==> src/pn3_pkg.sv <==
// Package for the 3-D gradient noise core: formats, hash codes and the
// permutation table. No dependencies; used by every module of the block.
package pn3_pkg;

  // Fixed formats of the stream fields
  localparam int COORD_W      = 24;
  localparam int CELL_W       = 8;
  localparam int NOISE_W      = 19;
  localparam int IN_TDATA_W   = 3 * COORD_W;
  localparam int OUT_TDATA_W  = 24;
  localparam int DEF_FRAC_BITS = 16;

  // Gradient selection codes on the low four hash bits
  localparam logic [3:0] HASH_X_LIM = 4'd8;
  localparam logic [3:0] HASH_Y_LIM = 4'd4;
  localparam logic [3:0] HASH_XY_A  = 4'd12;
  localparam logic [3:0] HASH_XY_B  = 4'd13;

  // Lattice permutation, indexed modulo 256
  localparam logic [7:0] PERM_ROM [256] = '{
    8'd151, 8'd160, 8'd137, 8'd91,  8'd90,  8'd15,  8'd131, 8'd13,
    8'd201, 8'd95,  8'd96,  8'd53,  8'd194, 8'd233, 8'd7,   8'd225,
    8'd140, 8'd36,  8'd103, 8'd30,  8'd69,  8'd142, 8'd8,   8'd99,
    8'd37,  8'd240, 8'd21,  8'd10,  8'd23,  8'd190, 8'd6,   8'd148,
    8'd247, 8'd120, 8'd234, 8'd75,  8'd0,   8'd26,  8'd197, 8'd62,
    8'd94,  8'd252, 8'd219, 8'd203, 8'd117, 8'd35,  8'd11,  8'd32,
    8'd57,  8'd177, 8'd33,  8'd88,  8'd237, 8'd149, 8'd56,  8'd87,
    8'd174, 8'd20,  8'd125, 8'd136, 8'd171, 8'd168, 8'd68,  8'd175,
    8'd74,  8'd165, 8'd71,  8'd134, 8'd139, 8'd48,  8'd27,  8'd166,
    8'd77,  8'd146, 8'd158, 8'd231, 8'd83,  8'd111, 8'd229, 8'd122,
    8'd60,  8'd211, 8'd133, 8'd230, 8'd220, 8'd105, 8'd92,  8'd41,
    8'd55,  8'd46,  8'd245, 8'd40,  8'd244, 8'd102, 8'd143, 8'd54,
    8'd65,  8'd25,  8'd63,  8'd161, 8'd1,   8'd216, 8'd80,  8'd73,
    8'd209, 8'd76,  8'd132, 8'd187, 8'd208, 8'd89,  8'd18,  8'd169,
    8'd200, 8'd196, 8'd135, 8'd130, 8'd116, 8'd188, 8'd159, 8'd86,
    8'd164, 8'd100, 8'd109, 8'd198, 8'd173, 8'd186, 8'd3,   8'd64,
    8'd52,  8'd217, 8'd226, 8'd250, 8'd124, 8'd123, 8'd5,   8'd202,
    8'd38,  8'd147, 8'd118, 8'd126, 8'd255, 8'd82,  8'd85,  8'd212,
    8'd207, 8'd206, 8'd59,  8'd227, 8'd47,  8'd16,  8'd58,  8'd17,
    8'd182, 8'd189, 8'd28,  8'd42,  8'd223, 8'd183, 8'd170, 8'd213,
    8'd119, 8'd248, 8'd152, 8'd2,   8'd44,  8'd154, 8'd163, 8'd70,
    8'd221, 8'd153, 8'd101, 8'd155, 8'd167, 8'd43,  8'd172, 8'd9,
    8'd129, 8'd22,  8'd39,  8'd253, 8'd19,  8'd98,  8'd108, 8'd110,
    8'd79,  8'd113, 8'd224, 8'd232, 8'd178, 8'd185, 8'd112, 8'd104,
    8'd218, 8'd246, 8'd97,  8'd228, 8'd251, 8'd34,  8'd242, 8'd193,
    8'd238, 8'd210, 8'd144, 8'd12,  8'd191, 8'd179, 8'd162, 8'd241,
    8'd81,  8'd51,  8'd145, 8'd235, 8'd249, 8'd14,  8'd239, 8'd107,
    8'd49,  8'd192, 8'd214, 8'd31,  8'd181, 8'd199, 8'd106, 8'd157,
    8'd184, 8'd84,  8'd204, 8'd176, 8'd115, 8'd121, 8'd50,  8'd45,
    8'd127, 8'd4,   8'd150, 8'd254, 8'd138, 8'd236, 8'd205, 8'd93,
    8'd222, 8'd114, 8'd67,  8'd29,  8'd24,  8'd72,  8'd243, 8'd141,
    8'd128, 8'd195, 8'd78,  8'd66,  8'd215, 8'd61,  8'd156, 8'd180
  };

  function automatic logic [7:0] perm_lookup(input logic [7:0] idx);
    return PERM_ROM[idx];
  endfunction

endpackage

==> src/pn3_lerp.sv <==
// One level of the trilinear blend: PAIRS lerps a + w*(b - a), two stages.
// Depends on pn3_pkg for the default fraction width.
module pn3_lerp import pn3_pkg::*; #(
  parameter int FRAC_BITS = DEF_FRAC_BITS,
  parameter int PAIRS     = 4
) (
  input  logic                         clk,
  input  logic                         rst_n,
  input  logic                         en,
  input  logic                         v_i,
  input  logic [FRAC_BITS:0]           w_i,
  input  logic signed [FRAC_BITS+2:0]  val_i [2*PAIRS],
  output logic                         v_o,
  output logic signed [FRAC_BITS+2:0]  val_o [PAIRS]
);

  localparam int F  = FRAC_BITS;
  localparam int CW = F + 3;
  localparam int DW = F + 4;
  localparam int PW = 2 * F + 6;

  logic                 v1_r, v2_r;
  logic signed [PW-1:0] prod_r [PAIRS];
  logic signed [CW-1:0] base_r [PAIRS];
  logic signed [CW-1:0] res_r  [PAIRS];

  always_ff @(posedge clk) begin
    if (!rst_n) begin
      v1_r <= 1'b0;
      v2_r <= 1'b0;
    end else if (en) begin
      v1_r <= v_i;
      v2_r <= v1_r;
    end
  end

  // Stage 1: weight times difference; stage 2: floor shift and add
  always_ff @(posedge clk) begin
    if (en) begin
      for (int p = 0; p < PAIRS; p++) begin
        prod_r[p] <= signed'({1'b0, w_i}) * (DW'(val_i[2*p+1]) - DW'(val_i[2*p]));
        base_r[p] <= val_i[2*p];
        res_r[p]  <= base_r[p] + prod_r[p][F+CW-1:F];
      end
    end
  end

  assign v_o   = v2_r;
  assign val_o = res_r;

endmodule

==> config.mk <==
export PLATFORM = sky130hd
export DESIGN_NAME = pn3_lerp
export DESIGN_NICKNAME = d
export VERILOG_FILES = /design/src/pn3_pkg.sv /design/src/pn3_lerp.sv
export SDC_FILE = /design/constraint.sdc
export NUM_CORES = 2
export LEC_CHECK = 0
export BUFFER_PORTS_ARGS = -buffer_cell sky130_fd_sc_hd__clkbuf_2
export CORE_MARGIN = 4
export CORE_UTILIZATION = 55
export CTS_CLUSTER_DIAMETER = 150
export DETAILED_ROUTE_END_ITERATION = 8
export PLACE_DENSITY_LB_ADDON = 0.12
export REMOVE_ABC_BUFFERS = 1
export SYNTH_ARGS = -nofsm -noshare
export SYNTH_HDL_FRONTEND = slang
export SYNTH_SLANG_ARGS = --single-unit
==> constraint.sdc <==
create_clock -name clk -period 22.5 [get_ports clk]
set_clock_uncertainty 0.15 [all_clocks]
set_input_delay 4.5 -clock clk [delete_from_list [all_inputs] [get_ports clk]]
set_output_delay 4.5 -clock clk [all_outputs]
set_load 0.02 [all_outputs]
==> impl_metrics.py <==
metrics = {
    "floorplanning": {
        "start_util_pct": 55.7,
        "ios": 250,
        "core_area_sq_um": 108000,
        "chipWidth_microns": 338,
        "num_rows": 120,
        "dieArea_sq_um": 114000,
        "die_h_microns": 338,
    },
    "cells_and_area": {
        "final_nets": 8479,
        "syn_to_final_growth_pct": 6.73,
        "seqCellArea_sq_um": 6890,
        "fill_cells": 9526,
        "multi_input_area_sq_um": 45800,
        "drive_gt1_share_pct": 6.71,
    },
    "logic_synthesis": {
        "async_reset_ff_share_pct": 0,
        "ys_top_cells_by_count": "1,717 x inv_1, 1,266 x fa_1, 710 x nand2_1",
        "yosys.area.top_type": "fa_1",
        "synth_cell_types": 71,
        "postSynthAreaPerCell_sq_um": 9.35,
        "ys_warn_count": 0,
        "synth_ff_type": "edfxtp_1",
        "seq_area_frac_synth_pct": 11.5,
        "synth.top_cell.area_share_pct": 42.3,
        "synth_edf_count": 228,
        "postSynthCellCount": 6409,
        "yosysMostFrequentCell": "inv_1",
        "synth.area.top_cells": "fa_1 42%, edfxtp_1 11%, inv_1 11%, ha_1 10%, and2_1 7.0%",
        "synth_area_sq_um": 59900,
        "ys_ff_latch": 230,
    },
    "routing": {
        "antenna_left": 0,
        "wl_mm": 136,
        "drt_iter0_markers": 1748,
        "viasPerCell": 5.16,
        "routedWlPerCell_microns": 17.0,
        "drc": 0,
        "first_pass_iters": 5,
        "vias": 41200,
    },
    "critical_path": {
        "cpPeakStageDelay_ps": 540,
        "critPathCaptureType": "register",
        "cp_max_fo": 17,
        "critical_path_arrival_ps": 13660,
        "required_ps": 22720,
        "worst_path_max_delay_cell": "fa_1",
        "r2r_setup_slack_ps": 18770,
        "critPathLaunchType": "input pin",
        "crit_top_cell": "inv_1",
        "cp_num_buf_inv": 10,
        "critical_path_class": "input pin to register",
        "critical_path.top_delay_family": "adder cells",
    },
    "sta": {
        "fin_crit_ps": 13440,
        "setup_tns_ps": 0,
        "finalHoldViolCount": 0,
        "finalSetupViolCount": 0,
        "rsz0062_at_grt": "no",
        "fmax_mhz": 74.4,
        "min_period_over_period_pct": 59.7,
        "worstMarginPinSlew_ps": 1080,
        "maxSlewHeadroom_pct": 27.7,
        "final_max_slew_viol_count": 0,
        "holdWs_ps": 379,
    },
    "clock_network": {
        "cts_tree": "built",
        "insertion_delay_ps": 630,
        "cts_setup_buffers": 0,
        "clk_pin_slew_worst_paths_ps": 60,
        "numCtsBuffers": 30,
        "h-tree-depth": 1,
        "postCtsResizedCells": 0,
        "cts_hold_repair.buffers": 0,
        "clockRootBuffer": "clkbuf_16",
        "clockBufferDepth": 3,
        "cts.sinks": 230,
    },
    "grt": {
        "grt_first_pass_wirelength_mm": 231,
        "grt-busiest-layer": "met2",
        "grt_max_degree": 81,
        "use_met3_pct": 2.45,
        "use_met1_pct": 34.5,
        "grt-ovfl-total": 0,
        "grt_pass1_vias": 44800,
        "antenna_found_initial": 1,
        "met2_usage_pct": 44.4,
        "grt_usage_pct": 25.2,
    },
    "placed_design": {
        "gp_congestion": 0.828,
        "portBuffers": 249,
        "dp_hpwl_mm": 106,
    },
    "run_status": {
        "outcome": "finished, final reports clean",
    },
    "hold_path": {
        "min_path_type": "register to register",
    },
    "run": {
        "maxCapViolCount": 0,
    },
}
## kinds of logic (layout without fill, tap and decap cells)
group	count (synthesis)	in the layout	synth area share [%]
buffers and inverters	1956	2121	12.3
AND/OR/NAND/NOR	1757	1757	14.8
adder cells (fa/ha/maj)	1756	1756	52.5
AO/OA/AOI/OAI	430	430	4.80
XOR/XNOR	276	276	4.08
flip-flops	230	230	11.5
multiplexers	4	4	0.0668
other	0	1	0
## routing by layer
| layer | wire length, microns | share of wire [%] |
|---|---|---|
| met1 | 59900 | 44 |
| met4 | 2410 | 1.8 |
| met2 | 68300 | 50 |
| met3 | 5140 | 3.8 |
| met5 | 0 | 0 |
## worst paths after layout
path | start | to | cells past startpoint
min reg2reg | v_o | v_o | 2
max | val_i[76] | prod_r[1][34] | 38
min | v_o | v_o | 2
max reg2reg | prod_r[2][17] | val_o[36] | 12
## state kept, by name (all words and copies together), names as in the netlist
| signal | cells |
|---|---|
| base_r | 76 |
| prod_r | 76 |
| val_o | 76 |
| v1_r | 1 |
| v_o | 1 |
## layout by cell type, fill, tap and decap left out, types with 19 or more instances in the layout
cell type / count
edfxtp_1: 228
a21oi_1: 129
a21o_1: 46
nand2b_1: 25
clkbuf_16: 30
nand2_1: 710
xnor2_1: 208
buf_4: 101
nand3_1: 27
o21a_1: 38
fa_1: 1266
and2_1: 671
or3_1: 19
ha_1: 489
clkbuf_2: 242
inv_1: 1717
nor3_1: 56
nor2_1: 117
xor2_1: 51
nor2b_1: 77
o21ai_0: 68
## worst min-delay path, cell delays in order (launching register included)
cell	delay (ps)
dfxtp_1	330
mux2i_1	70
nor2b_1	100
## metrics by stage
step | instance area (sq um) | cells | setup slack, ps | util, %
after floorplan | 59000 | 6171 | 9480 | -
final | 63900 | 7978 | 9060 | 59.4
after global routing | 63900 | 7977 | 8480 | 59.4
after CTS | 63900 | 7977 | 9070 | 59.4
after global placement | 62900 | 7922 | 8480 | 58.4
after detailed placement | 62900 | 7922 | 8390 | 58.4
## area by class of cell
cell class / instances / area share (%)
multi-input combinational: 4223 / 71.7
clock buffer: 42 / 1.32
inverter: 1718 / 10.1
antenna: 1 / 0.00391
sequential: 230 / 10.8
timing repair buffer: 348 / 3.13
clock inverter: 13 / 0.290
tap: 1403 / 2.75
Power is left out: the tool's default activity adds up to more than one toggle a clock period on the data nets, which glitch-free logic cannot reach.
