`config.mk`:
```
export PLATFORM = sky130hd
export DESIGN_NAME = pn3_fade
export DESIGN_NICKNAME = d
export VERILOG_FILES = /design/src/pn3_pkg.sv /design/src/pn3_fade.sv
export SDC_FILE = /design/constraint.sdc
export NUM_CORES = 2
export LEC_CHECK = 0
export ABC_AREA = 1
export BUFFER_PORTS_ARGS = -buffer_cell sky130_fd_sc_hd__buf_4
export CORE_MARGIN = 1.5
export CORE_UTILIZATION = 38
export CTS_CLUSTER_SIZE = 40
export DETAILED_ROUTE_END_ITERATION = 10
export PLACE_DENSITY = 0.54
export SLEW_MARGIN = 20
export SYNTH_ARGS = -nofsm -noshare
export SYNTH_HDL_FRONTEND = slang
export SYNTH_SLANG_ARGS = --single-unit
```
`constraint.sdc`:
```
create_clock -name clk -period 8.2 [get_ports clk]
set_input_delay 0.41 -clock clk [delete_from_list [all_inputs] [get_ports clk]]
set_output_delay 0.41 -clock clk [all_outputs]
set_load 0.02 [all_outputs]
```
`src/pn3_pkg.sv`:
```
// Package for the 3-D gradient noise core: formats, hash codes and the
// permutation table. No dependencies; used by every module of the block.
package pn3_pkg;

  // Fixed formats of the stream fields
  localparam int COORD_W      = 24;
  localparam int CELL_W       = 8;
  localparam int NOISE_W      = 19;
  localparam int IN_TDATA_W   = 3 * COORD_W;
  localparam int OUT_TDATA_W  = 24;
  localparam int DEF_FRAC_BITS = 16;

  // Gradient selection codes on the low four hash bits
  localparam logic [3:0] HASH_X_LIM = 4'd8;
  localparam logic [3:0] HASH_Y_LIM = 4'd4;
  localparam logic [3:0] HASH_XY_A  = 4'd12;
  localparam logic [3:0] HASH_XY_B  = 4'd13;

  // Lattice permutation, indexed modulo 256
  localparam logic [7:0] PERM_ROM [256] = '{
    8'd151, 8'd160, 8'd137, 8'd91,  8'd90,  8'd15,  8'd131, 8'd13,
    8'd201, 8'd95,  8'd96,  8'd53,  8'd194, 8'd233, 8'd7,   8'd225,
    8'd140, 8'd36,  8'd103, 8'd30,  8'd69,  8'd142, 8'd8,   8'd99,
    8'd37,  8'd240, 8'd21,  8'd10,  8'd23,  8'd190, 8'd6,   8'd148,
    8'd247, 8'd120, 8'd234, 8'd75,  8'd0,   8'd26,  8'd197, 8'd62,
    8'd94,  8'd252, 8'd219, 8'd203, 8'd117, 8'd35,  8'd11,  8'd32,
    8'd57,  8'd177, 8'd33,  8'd88,  8'd237, 8'd149, 8'd56,  8'd87,
    8'd174, 8'd20,  8'd125, 8'd136, 8'd171, 8'd168, 8'd68,  8'd175,
    8'd74,  8'd165, 8'd71,  8'd134, 8'd139, 8'd48,  8'd27,  8'd166,
    8'd77,  8'd146, 8'd158, 8'd231, 8'd83,  8'd111, 8'd229, 8'd122,
    8'd60,  8'd211, 8'd133, 8'd230, 8'd220, 8'd105, 8'd92,  8'd41,
    8'd55,  8'd46,  8'd245, 8'd40,  8'd244, 8'd102, 8'd143, 8'd54,
    8'd65,  8'd25,  8'd63,  8'd161, 8'd1,   8'd216, 8'd80,  8'd73,
    8'd209, 8'd76,  8'd132, 8'd187, 8'd208, 8'd89,  8'd18,  8'd169,
    8'd200, 8'd196, 8'd135, 8'd130, 8'd116, 8'd188, 8'd159, 8'd86,
    8'd164, 8'd100, 8'd109, 8'd198, 8'd173, 8'd186, 8'd3,   8'd64,
    8'd52,  8'd217, 8'd226, 8'd250, 8'd124, 8'd123, 8'd5,   8'd202,
    8'd38,  8'd147, 8'd118, 8'd126, 8'd255, 8'd82,  8'd85,  8'd212,
    8'd207, 8'd206, 8'd59,  8'd227, 8'd47,  8'd16,  8'd58,  8'd17,
    8'd182, 8'd189, 8'd28,  8'd42,  8'd223, 8'd183, 8'd170, 8'd213,
    8'd119, 8'd248, 8'd152, 8'd2,   8'd44,  8'd154, 8'd163, 8'd70,
    8'd221, 8'd153, 8'd101, 8'd155, 8'd167, 8'd43,  8'd172, 8'd9,
    8'd129, 8'd22,  8'd39,  8'd253, 8'd19,  8'd98,  8'd108, 8'd110,
    8'd79,  8'd113, 8'd224, 8'd232, 8'd178, 8'd185, 8'd112, 8'd104,
    8'd218, 8'd246, 8'd97,  8'd228, 8'd251, 8'd34,  8'd242, 8'd193,
    8'd238, 8'd210, 8'd144, 8'd12,  8'd191, 8'd179, 8'd162, 8'd241,
    8'd81,  8'd51,  8'd145, 8'd235, 8'd249, 8'd14,  8'd239, 8'd107,
    8'd49,  8'd192, 8'd214, 8'd31,  8'd181, 8'd199, 8'd106, 8'd157,
    8'd184, 8'd84,  8'd204, 8'd176, 8'd115, 8'd121, 8'd50,  8'd45,
    8'd127, 8'd4,   8'd150, 8'd254, 8'd138, 8'd236, 8'd205, 8'd93,
    8'd222, 8'd114, 8'd67,  8'd29,  8'd24,  8'd72,  8'd243, 8'd141,
    8'd128, 8'd195, 8'd78,  8'd66,  8'd215, 8'd61,  8'd156, 8'd180
  };

  function automatic logic [7:0] perm_lookup(input logic [7:0] idx);
    return PERM_ROM[idx];
  endfunction

endpackage

```
`src/pn3_fade.sv`:
```
// Fade curve 6t^5 - 15t^4 + 10t^3 in nested form, three register stages.
// Depends on pn3_pkg for the default fraction width.
module pn3_fade import pn3_pkg::*; #(
  parameter int FRAC_BITS = DEF_FRAC_BITS
) (
  input  logic                 clk,
  input  logic                 en,
  input  logic [FRAC_BITS-1:0] t_i,
  output logic [FRAC_BITS:0]   w_o
);

  localparam int F  = FRAC_BITS;
  localparam int AW = F + 5;
  localparam int PW = 2 * F + 6;
  localparam longint ONE = 64'sd1 <<< F;
  localparam logic signed [AW-1:0] ONE15 = AW'(15 * ONE);
  localparam logic signed [AW-1:0] ONE10 = AW'(10 * ONE);
  localparam logic signed [AW-1:0] ONE_S = AW'(ONE);

  logic signed [F:0]    ts;
  logic signed [AW-1:0] a_c;
  logic [2*F-1:0]       tt_p;
  logic signed [PW-1:0] at_p;
  logic [F-1:0]         t1_r, t2_r, tsq_r;
  logic signed [AW-1:0] at_r, c_r;
  logic [2*F-1:0]       t3_p;
  logic signed [AW-1:0] b_c;
  logic signed [PW-1:0] c_p;
  logic signed [PW-1:0] w_p;
  logic signed [AW-1:0] w_c;
  logic [F:0]           w_r;

  // Stage 1: t^2 and (6t - 15) * t
  assign ts   = signed'({1'b0, t_i});
  assign a_c  = (AW'(ts) <<< 2) + (AW'(ts) <<< 1) - ONE15;
  assign tt_p = {{F{1'b0}}, t_i} * {{F{1'b0}}, t_i};
  assign at_p = a_c * ts;

  // Stage 2: t^3 and (at + 10) * t
  assign t3_p = {{F{1'b0}}, tsq_r} * {{F{1'b0}}, t1_r};
  assign b_c  = at_r + ONE10;
  assign c_p  = b_c * signed'({1'b0, t1_r});

  // Stage 3: c * t^3, clamped to [0, one]
  assign w_p = c_r * signed'({1'b0, t2_r});
  assign w_c = w_p[F+AW-1:F];

  always_ff @(posedge clk) begin
    if (en) begin
      t1_r  <= t_i;
      tsq_r <= tt_p[2*F-1:F];
      at_r  <= at_p[F+AW-1:F];
      t2_r  <= t3_p[2*F-1:F];
      c_r   <= c_p[F+AW-1:F];
      if (w_c < 0) begin
        w_r <= '0;
      end else if (w_c > ONE_S) begin
        w_r <= (F+1)'(ONE);
      end else begin
        w_r <= w_c[F:0];
      end
    end
  end

  assign w_o = w_r;

endmodule

```
==> metrics.md <==
| Metric | Value |
|---|---|
| Drt first pass iters | 6 |
| DPL Wire Length | 132 mm |
| GRT Util Overall | 0.217 |
| Post-CTS Repair Setup Buffers | 0 |
| CTS Buffer Depth | 2 |
| Die area | 152000 um2 |
| Site row count | 141 |
| Die width | 390 um |
| WHS Path Cells | 1 |
| Area contributors post-synth | fa_1 46%, inv_1 15%, ha_1 11%, nand2_1 11%, edfxtp_1 5.6% |
| CTS Buf Count | 9 |
| Top-area cell type share of the netlist area | 0.461 |
| Status | finished, final reports clean |
| Post-synth cell types | 49 |
| Fin crit share | 0.931 |
| Number of I/O pins | 35 |
| FILL cells | 15300 |
| CP Class | in2reg |
| RSZ-0062 raised after global routing | no |
| Wirelength, routed | 156 mm |
| Tightest Hold Check Type | in2reg |
| Synth top cells by count | 2233 x inv_1, 1618 x nand2_1, 1311 x fa_1, 517 x ha_1, 308 x nor2_1 |
| Worst-skew pair later-pin latency | 0.45 ns |
| Layout cell share with drive strength beyond 1 | 0.0322 |
| Fraction of the yosys area taken by sequential cells | 0.0564 |
| Mapped Nets | 8910 |
| GRT met3 Usage | 0.0214 |
| Hold Path Sink | t1_r[7]$_DFFE_PP_ |
| Detail Route Antenna Nets | 0 |
| Yosys Warn Count | 0 |
| Grt met2 use | 0.377 |
| Final Setup Violations | 0 |
| Cts hold-fix bufs | 0 |
| CP bufs+invs | 8 |
| GP Congestion | 0.924 |
| Hold_sp | en |
| FF-to-FF path depth | 26 |
| Vias per cell | 4.81 |
| Layout area overhead | 5.04% |
| DRT iter0 DRCs | 2540 |
| Worst path top cell family by delay | adder cells |
| Relative slew slack | 0.249 |
| Top Usage Layer GRT | met2 |
| Htree depth | 3 |
| Total grt overflow | 0 |
| Crit path capture type | register |
| Core footprint | 148000 um2 |
| CP required | 8.48 ns |
| Slowest stage cell, crit path | fa_1 |
| Critical path arrival | 7.91 ns |
| Starting density of the core | 0.384 |
| Grt met1 use | 0.294 |
| Synthesized cell area | 56900 um2 |
| Crit path time final | 7.64 ns |
| Fin. max-slew vios | 0 |
| RR Startpoint | t2_r[4]$_DFFE_PP_ |
| DRC viols | 0 |
| Hold Fails Final Rpt | 0 |
| CTS tree | built |
| Crit path max fanout | 11 |
| Multi-input gate area | 44300 um2 |
| Post-CTS resize count | 0 |
| Mean Syn Cell Area | 8.06 um2 |
| Setup TNS | 0 ns |
| Die Ht | 390 um |
| Top-count cell post-synth | inv_1 |
| Ant diodes | 0 |
| Post-synth EDFFs | 107 |
| CP most frequent cell | nand2_1 |
| Largest net degree at the start of global routing | 51 |
| IO Port Bufs | 34 |
| Nature of the critical path startpoint | input pin |
| Worst reg2reg setup slack | 1.10 ns |
| CTS sink count | 107 |
| Reg area | 3210 um2 |
| Total number of vias | 42800 |
| Final nets | 8807 |
| F_max | 0.131 GHz |
| Worst-path clk slew | 0.10 ns |
| FFs w/ async S/R, synth | 0 |
| First-pass GRT wire length | 258 mm |
| Slowest stage delay, CP | 0.55 ns |
| WL per Instance | 17.6 um |
| Post-Synthesis Cells | 7064 |
| Worst-margin pin slew | 1.13 ns |
| #FFs+latches synth | 107 |
| Clk root buf | clkbuf_16 |
| Skew final | 0.0326 ns |
| Initial antenna violation count | 2 |
| Max Cap Viol | 0 |
| R2R Path End | w_o[1]$_SDFFCE_PP0P_ |
| Number of global-route vias before repair | 47300 |
| Post-synth top area cell | fa_1 |
| Primary FF master, synth | edfxtp_1 |
## worst max-delay path by stage
| stage | from | to | cells after the start |
|---|---|---|---|
| after floorplan | t_i[1] | at_r[18]$_DFFE_PP_ | 38 |
| after global placement | t_i[1] | at_r[18]$_DFFE_PP_ | 38 |
| after detailed placement | t_i[1] | at_r[18]$_DFFE_PP_ | 38 |
| after CTS | t_i[1] | at_r[9]$_DFFE_PP_ | 33 |
| after global routing | t_i[1] | at_r[14]$_DFFE_PP_ | 38 |
| final | t_i[1] | at_r[9]$_DFFE_PP_ | 33 |
## routing by layer
metal  vias to the layer above  share of wire
met5                         -              0
met4                         0          0.019
met3                       144          0.048
met2                      1006           0.49
met1                     21800           0.45
li1                      19800              -
## kinds of logic (layout without fill, tap and decap cells)
logic type | after synthesis | after routing | share of synthesized area
adders and majority gates | 1828 | 1828 | 0.574
AOI/OAI and AO/OA | 354 | 354 | 0.0351
xor gates and xnor gates | 129 | 129 | 0.0198
and+or+nand+nor | 2140 | 2140 | 0.149
buffers and inverters | 2506 | 2408 | 0.165
DFF | 107 | 107 | 0.0564
## layout make-up
cell class	count	share of cell area
tap	1930	0.0404
sequential	107	0.0537
clock buffer	9	0.00377
multi-input combinational	4451	0.741
inverter	2246	0.141
clock inverter	7	0.00153
timing repair buffer	146	0.0188
## cell usage in the layout (no fill, tap or decap), types with 7 or more instances in the layout
cell type	synthesis	layout
a31oi_1	16	16
clkbuf_16	0	9
nor2_1	308	308
nand4_1	26	26
o21a_1	12	12
fa_1	1311	1311
or2_2	22	22
a21o_1	7	7
ha_1	517	517
xor2_1	69	69
nand3b_1	7	7
nor4_1	9	9
and2_1	7	7
inv_2	7	7
edfxtp_1	107	107
nor2_2	14	14
nor3_1	26	26
xnor2_1	60	60
o21ai_0	88	88
buf_4	0	143
inv_1	2233	2233
a211oi_1	8	8
a221oi_1	7	7
a21oi_1	176	176
o21bai_1	13	13
nand2_1	1618	1618
nand3_1	86	86
## state kept, by name, summed over array words and instances, names as in the netlist
name   cells
t2_r      16
w_o       17
tsq_r     16
t1_r      16
c_r       21
at_r      21
## through the flow
step	area, um2	instances	utilization	worst slack [ns]	hold slack, ns
final	59800	8896	0.404	0.563	0.370
after global routing	59800	8896	0.404	0.119	0.368
after CTS	59800	8896	0.404	0.684	0.341
after detailed placement	59500	8880	0.402	0.206	0.824
after global placement	59500	8878	0.401	0.304	0.823
after floorplan	56900	7064	-	0.867	0.509
Power is left out: the tool's default activity adds up to more than one toggle a clock period on the data nets, which glitch-free logic cannot reach.
